`src/rtl/xsf_pkg.sv`:
```
// shared types and constants for the xor sprite framebuffer
package xsf_pkg;

	localparam int SCREEN_WIDTH_DEF  = 64;
	localparam int SCREEN_HEIGHT_DEF = 32;
	localparam int SPRITE_W          = 8;
	localparam int SUM_W             = 9;

	localparam logic [1:0] OP_DRAW  = 2'd0;
	localparam logic [1:0] OP_CLEAR = 2'd1;
	localparam logic [1:0] OP_READ  = 2'd2;

	typedef struct packed {
		logic [1:0]          op;
		logic [7:0]          x_pos;
		logic [7:0]          y_pos;
		logic [SPRITE_W-1:0] row_bits;
		logic                last_row;
	} req_t;

	typedef struct packed {
		logic collision;
		logic pixel_value;
	} res_t;

	typedef enum logic [5:0] {
		S_IDLE = 6'b000001,
		S_MOD  = 6'b000010,
		S_RD   = 6'b000100,
		S_LOAD = 6'b001000,
		S_DRAW = 6'b010000,
		S_WB   = 6'b100000
	} state_t;

endpackage

```
`src/rtl/xor_sprite_framebuffer.sv`:
```
// one-bit framebuffer with xor sprite row drawing, collision flag, clear and pixel read
// draw: the 9-step bit-serial wrap of x and y, a row memory read, the row load, one pixel a cycle, write-back
// read: the wrap, the row memory read and the row load; clear or no-op finish straight from idle
// busy drops with done; a new request is taken only once the last one is finished
// the receiver cannot stall; each result is shown for exactly one cycle
// reset (and clear) zero the picture at once through per-line valid bits; no clearing pass
module xor_sprite_framebuffer #(
	parameter int SCREEN_WIDTH  = xsf_pkg::SCREEN_WIDTH_DEF,
	parameter int SCREEN_HEIGHT = xsf_pkg::SCREEN_HEIGHT_DEF
) (
	input  logic          clk,
	input  logic          arst_n,
	input  logic          start,
	input  xsf_pkg::req_t req,
	output logic          busy,
	output logic          done,
	output xsf_pkg::res_t res
);
	import xsf_pkg::*;

	localparam int XW     = $clog2(SCREEN_WIDTH);
	localparam int YW     = $clog2(SCREEN_HEIGHT);
	localparam int STEP_W = $clog2(SUM_W);
	localparam int PIX_W  = $clog2(SPRITE_W);
	localparam logic [XW:0]       W_C       = (XW+1)'(SCREEN_WIDTH);
	localparam logic [YW:0]       H_C       = (YW+1)'(SCREEN_HEIGHT);
	localparam logic [STEP_W-1:0] STEP_LAST = STEP_W'(SUM_W - 1);
	localparam logic [PIX_W-1:0]  PIX_LAST  = PIX_W'(SPRITE_W - 1);

	state_t                  state_q;
	logic [1:0]              op_q;
	logic                    last_q;
	logic [SUM_W-1:0]        shx_q;
	logic [SUM_W-1:0]        shy_q;
	logic [XW-1:0]           rx_q;
	logic [YW-1:0]           ry_q;
	logic [STEP_W-1:0]       step_q;
	logic [XW-1:0]           col_q;
	logic [SPRITE_W-1:0]     bits_q;
	logic [PIX_W-1:0]        pix_q;
	logic [SCREEN_WIDTH-1:0] row_q;
	logic [SCREEN_WIDTH-1:0] rdata_q;
	logic [SCREEN_HEIGHT-1:0] valid_q;
	logic [7:0]              row_cnt_q;
	logic                    coll_q;
	logic                    done_q;
	res_t                    res_q;

	logic [SCREEN_WIDTH-1:0] mem_q [SCREEN_HEIGHT];

	logic             accept;
	logic [SUM_W-1:0] y_sum;
	logic [XW:0]      tx;
	logic [YW:0]      ty;
	logic [XW-1:0]    rx_nxt;
	logic [YW-1:0]    ry_nxt;
	logic [XW:0]      col_inc;
	logic [XW-1:0]    col_nxt;
	logic             old_px;
	logic             spr_bit;

	assign busy   = (state_q != S_IDLE);
	assign accept = start & ~busy;
	assign done   = done_q;
	assign res    = res_q;

	// draw lands on y plus the sprite row count, read on y itself
	assign y_sum = {1'b0, req.y_pos}
		+ ((req.op == OP_DRAW) ? {1'b0, row_cnt_q} : SUM_W'(0));

	// restoring remainder, one bit per cycle, msb first
	assign tx     = {rx_q, shx_q[SUM_W-1]};
	assign ty     = {ry_q, shy_q[SUM_W-1]};
	assign rx_nxt = (tx >= W_C) ? XW'(tx - W_C) : tx[XW-1:0];
	assign ry_nxt = (ty >= H_C) ? YW'(ty - H_C) : ty[YW-1:0];

	assign col_inc = {1'b0, col_q} + (XW+1)'(1);
	assign col_nxt = (col_inc == W_C) ? XW'(0) : col_inc[XW-1:0];
	assign old_px  = row_q[col_q];
	assign spr_bit = bits_q[SPRITE_W-1];

	// line memory, registered read
	always_ff @(posedge clk) begin
		if (state_q == S_WB) begin
			mem_q[ry_q] <= row_q;
		end
		rdata_q <= mem_q[ry_q];
	end

	always_ff @(posedge clk or negedge arst_n) begin
		if (!arst_n) begin
			state_q   <= S_IDLE;
			op_q      <= OP_DRAW;
			last_q    <= 1'b0;
			shx_q     <= '0;
			shy_q     <= '0;
			rx_q      <= '0;
			ry_q      <= '0;
			step_q    <= '0;
			col_q     <= '0;
			bits_q    <= '0;
			pix_q     <= '0;
			row_q     <= '0;
			valid_q   <= '0;
			row_cnt_q <= '0;
			coll_q    <= 1'b0;
			done_q    <= 1'b0;
			res_q     <= '0;
		end else begin
			done_q <= 1'b0;
			case (state_q)
				S_IDLE: begin
					if (accept) begin
						op_q   <= req.op;
						last_q <= req.last_row;
						bits_q <= req.row_bits;
						shx_q  <= {1'b0, req.x_pos};
						shy_q  <= y_sum;
						rx_q   <= '0;
						ry_q   <= '0;
						step_q <= '0;
						case (req.op)
							OP_DRAW, OP_READ: begin
								state_q <= S_MOD;
							end
							OP_CLEAR: begin
								valid_q <= '0;
								done_q  <= 1'b1;
								res_q   <= '0;
							end
							default: begin
								done_q <= 1'b1;
								res_q  <= '0;
							end
						endcase
					end
				end
				S_MOD: begin
					rx_q   <= rx_nxt;
					ry_q   <= ry_nxt;
					shx_q  <= shx_q << 1;
					shy_q  <= shy_q << 1;
					step_q <= step_q + STEP_W'(1);
					if (step_q == STEP_LAST) begin
						state_q <= S_RD;
					end
				end
				S_RD: begin
					state_q <= S_LOAD;
				end
				S_LOAD: begin
					// a line never written since the last clear reads as all zero
					row_q <= valid_q[ry_q] ? rdata_q : '0;
					col_q <= rx_q;
					pix_q <= '0;
					if (op_q == OP_READ) begin
						done_q            <= 1'b1;
						res_q.collision   <= 1'b0;
						res_q.pixel_value <= valid_q[ry_q] & rdata_q[rx_q];
						state_q           <= S_IDLE;
					end else begin
						state_q <= S_DRAW;
					end
				end
				S_DRAW: begin
					row_q[col_q] <= old_px ^ spr_bit;
					coll_q       <= coll_q | (spr_bit & old_px);
					bits_q       <= bits_q << 1;
					col_q        <= col_nxt;
					pix_q        <= pix_q + PIX_W'(1);
					if (pix_q == PIX_LAST) begin
						state_q <= S_WB;
					end
				end
				S_WB: begin
					valid_q[ry_q]     <= 1'b1;
					done_q            <= 1'b1;
					res_q.collision   <= coll_q;
					res_q.pixel_value <= 1'b0;
					if (last_q) begin
						row_cnt_q <= '0;
						coll_q    <= 1'b0;
					end else begin
						row_cnt_q <= row_cnt_q + 8'd1;
					end
					state_q <= S_IDLE;
				end
				default: begin
					state_q <= S_IDLE;
				end
			endcase
		end
	end

	// a clear request empties every line by the next edge
	a_clear_empties: assert property (@(posedge clk) disable iff (!arst_n)
		(accept && req.op == OP_CLEAR) |=> (valid_q == '0))
		else $error("clear request left a line valid");

	// a lit pixel is only ever reported for a read request
	a_pixel_on_read: assert property (@(posedge clk) disable iff (!arst_n)
		(done && res.pixel_value) |-> (op_q == OP_READ))
		else $error("pixel value set on a non-read result");

	// the end of a sprite rewinds the row count and the gathered flag
	a_sprite_end: assert property (@(posedge clk) disable iff (!arst_n)
		(done && op_q == OP_DRAW && last_q) |-> (row_cnt_q == '0 && !coll_q))
		else $error("sprite state not cleared after last row");

	// write-back marks its line as holding data
	a_wb_valid: assert property (@(posedge clk) disable iff (!arst_n)
		(state_q == S_WB) |=> valid_q[ry_q])
		else $error("written line not marked valid");

	// a result only appears once the block is free again
	a_done_idle: assert property (@(posedge clk) disable iff (!arst_n)
		done |-> !busy)
		else $error("result strobe while busy");

endmodule
```
`config.mk`:
```
export PLATFORM = sky130hd
export DESIGN_NAME = xor_sprite_framebuffer
export DESIGN_NICKNAME = d
export VERILOG_FILES = /design/src/rtl/xsf_pkg.sv /design/src/rtl/xor_sprite_framebuffer.sv
export SDC_FILE = /design/constraint.sdc
export NUM_CORES = 2
export LEC_CHECK = 0
export ABC_AREA = 1
export BUFFER_PORTS_ARGS = -buffer_cell sky130_fd_sc_hd__buf_2
export CAP_MARGIN = 20
export CORE_MARGIN = 3
export CORE_UTILIZATION = 45
export DETAILED_ROUTE_END_ITERATION = 6
export GPL_TIMING_DRIVEN = 1
export PLACE_DENSITY = 0.67
export SETUP_SLACK_MARGIN = 0.3
export SYNTH_ARGS = -nofsm -noshare
export SYNTH_HDL_FRONTEND = slang
export SYNTH_SLANG_ARGS = --single-unit
```
`constraint.sdc`:
```
create_clock -name clk -period 6 [get_ports clk]
set_clock_uncertainty 0.2 [all_clocks]
set_input_delay 1.8 -clock clk [delete_from_list [all_inputs] [get_ports clk]]
set_output_delay 1.8 -clock clk [all_outputs]
set_load 0.01 [all_outputs]
```
==> results.sh <==
export IMPL_ctsLongestPathBuffers=3
export IMPL_syn_area_mm2=0.0858
export IMPL_die_area_mm2=0.196
export IMPL_post_route_min_period_ns=4.06
export IMPL_hold_path_class="reg -> reg"
export IMPL_numCtsBuffers=212
export IMPL_grt_pass1_wl_mm=349
export IMPL_antenna_found_initial=4
export IMPL_die_height_um=443
export IMPL_crit_required_ns=4.00
export IMPL_worstRegToRegCells=9
export IMPL_post_cts_setup_buffers=0
export IMPL_rsz0062_at_grt="no"
export IMPL_timing_fmax_ghz=0.246
export IMPL_worst_slack_ns=1.94
export IMPL_first_pass_iters=7
export IMPL_critPathCaptureType="primary output"
export IMPL_synthCells=5627
export IMPL_arrival_ns=2.06
export IMPL_finalHoldViolCount=0
export IMPL_final_cells=8349
export IMPL_dp_hpwl_mm=119
export IMPL_maxCapViolCount=0
export IMPL_synthToLayoutAreaGrowth_pct=12.9
export IMPL_setup_viol=0
export IMPL_tns_ns=0
export IMPL_dp_cells=7926
export IMPL_dieWidth_um=443
export IMPL_hold_depth=1
export IMPL_layout_commonest_cell="edfxtp_1"
export IMPL_p_leak_uw=0.0313
export IMPL_startpoint="state_q[2]"
export IMPL_root_buffer="clkbuf_16"
export IMPL_drtAntennaViolNets=0
export IMPL_routed_wirelength_mm=240
export IMPL_globalRouteOverflowTotal=0
export IMPL_cts_tree="yes"
export IMPL_dp_slack_ns=1.93
export IMPL_slew_viol_final=0
export IMPL_nNetsFinal=5713
export IMPL_synth_edf_count=2048
export IMPL_start_kind="register"
export IMPL_cts_resized_gates=0
export IMPL_grt_pass1_vias=50500
export IMPL_initialDrtViolationCount=7718
export IMPL_wl_per_cell_um=28.8
export IMPL_ys_ff_latch=2279
export IMPL_htree_levels=4
export IMPL_drc=2
export IMPL_whs_ns=0.257
export IMPL_max_slew_margin=0.202
export IMPL_grt_start_max_net_pins=150
export IMPL_layout_common_cells="2048 x edfxtp_1, 1029 x a22oi_1, 532 x nand2_1, 531 x a21oi_1, 213 x clkbuf_16"
export IMPL_run_status="finished with violations"
export IMPL_hold_buffers=0
export IMPL_synthDistinctLibCells=36
export IMPL_start_util=0.455
export IMPL_via_count=52300
export IMPL_postSynth_asyncResetShare=0.0733
export IMPL_yosysWarnings=0
export IMPL_tightest_slew_ns=1.19
export IMPL_finalPower_uw=37900
export IMPL_avgSynthCellArea_um2=15.2
export IMPL_syn_nets=5673
export IMPL_worst_path_max_fanout=6
export IMPL_ir_drop_v=0.000281
export IMPL_row_count=159
export IMPL_ys_seq_area_frac=0.780
export IMPL_place_gp_congestion=0.932
export IMPL_drive_gt1_frac=0.115
export IMPL_period_share=0.677
export IMPL_track_usage=0.239
export IMPL_clkLatencyLatePin_ns=0.86
export IMPL_violations="design-rule violations"
export IMPL_clk_pin_slew_worst_paths_ns=0.06
export IMPL_clock_sinks=2279
export IMPL_num_fill_cells=15100
export IMPL_critPathKind="reg -> out"
export IMPL_hp_start="step_q[2]"
export IMPL_ys_dominant_reg_cell="edfxtp_1"
export IMPL_io_pins=34
export IMPL_io_buffers=33
export IMPL_viasPerCell=6.27
export IMPL_power_density_mw_per_mm2=392
export IMPL_reg2reg_from="state_q[2]"
export IMPL_core_area_mm2=0.189
per-stage QoR:
step / area, µm² / utilization
global placement: 89200 / 0.473
global route: 96900 / 0.514
CTS: 96300 / 0.511
detailed placement: 89200 / 0.473
floorplan: 85800 / -
finish: 96900 / 0.514
area by class of cell:
class	instances	area, µm²	area share
diodes	1	2.50	0.0000258
clock buffers	279	5780	0.0597
clock inverters	121	1310	0.0135
inverters	118	470	0.00485
multi-input cells	2884	17100	0.176
flip-flops and latches	2279	67000	0.691
well taps	2495	3120	0.0322
repair buffers	172	2190	0.0226
critical path, cell delays in order, from the launching register on:
cell     delay (ns)
dfrtp_1        0.39
nor2_1         0.20
nand4_1        0.35
buf_2          0.27
metal layers:
metal	wire length [µm]	GRT usage	up-vias
met2	114000	0.385	3081
met3	24100	0.0421	408
li1	-	-	22100
met5	0	0	-
met4	6880	0.0698	0
met1	95000	0.336	26700
logic make-up after synthesis:
family	share of synthesized area
flops	0.780
compound gates	0.138
simple gates	0.0552
buf+inv	0.0235
fa+ha+maj	0.00242
xor+xnor	0.000408
synth_stat cells (98+ instances only):
master / count / area, µm²
a21oi_1: 531 / 2660
a22oi_1: 1029 / 7720
or2_2: 124 / 776
inv_1: 104 / 390
clkbuf_1: 117 / 439
nor3_1: 141 / 706
nand3_1: 129 / 646
dfrtp_1: 166 / 4150
o21ai_0: 98 / 490
nand2_1: 532 / 2000
edfxtp_1: 2048 / 61500
nor2_1: 112 / 420
buf_2: 206 / 1030
power breakdown:
| group | switching (µW) | leakage, µW | internal, µW | total, µW |
|---|---|---|---|---|
| Combinational | 3360 | 0.00746 | 1650 | 5010 |
| Clock | 5950 | 0.00348 | 7700 | 13600 |
| Sequential | 930 | 0.0203 | 18400 | 19300 |
| Total | 10200 | 0.0313 | 27700 | 37900 |
sequential cells by signal (all words and copies together), names as in the netlist, 6 cells and up:
register,count
mem_q,2048
rdata_q,64
row_q,64
valid_q,32
shx_q,9
shy_q,9
bits_q,8
row_cnt_q,8
col_q,6
rx_q,6
state_q,6
worst paths after layout:
| path | to | slack (ns) |
|---|---|---|
| min reg2reg | step_q[2] | 0.26 |
| min in group asynchronous | bits_q[3] | 0.79 |
| max reg2reg | mem_q[10][7] | 2.23 |
| min | step_q[2] | 0.26 |
| max in group asynchronous | row_q[40] | 3.86 |
| max | busy | 1.94 |
(Power assumes the default switching activity.)
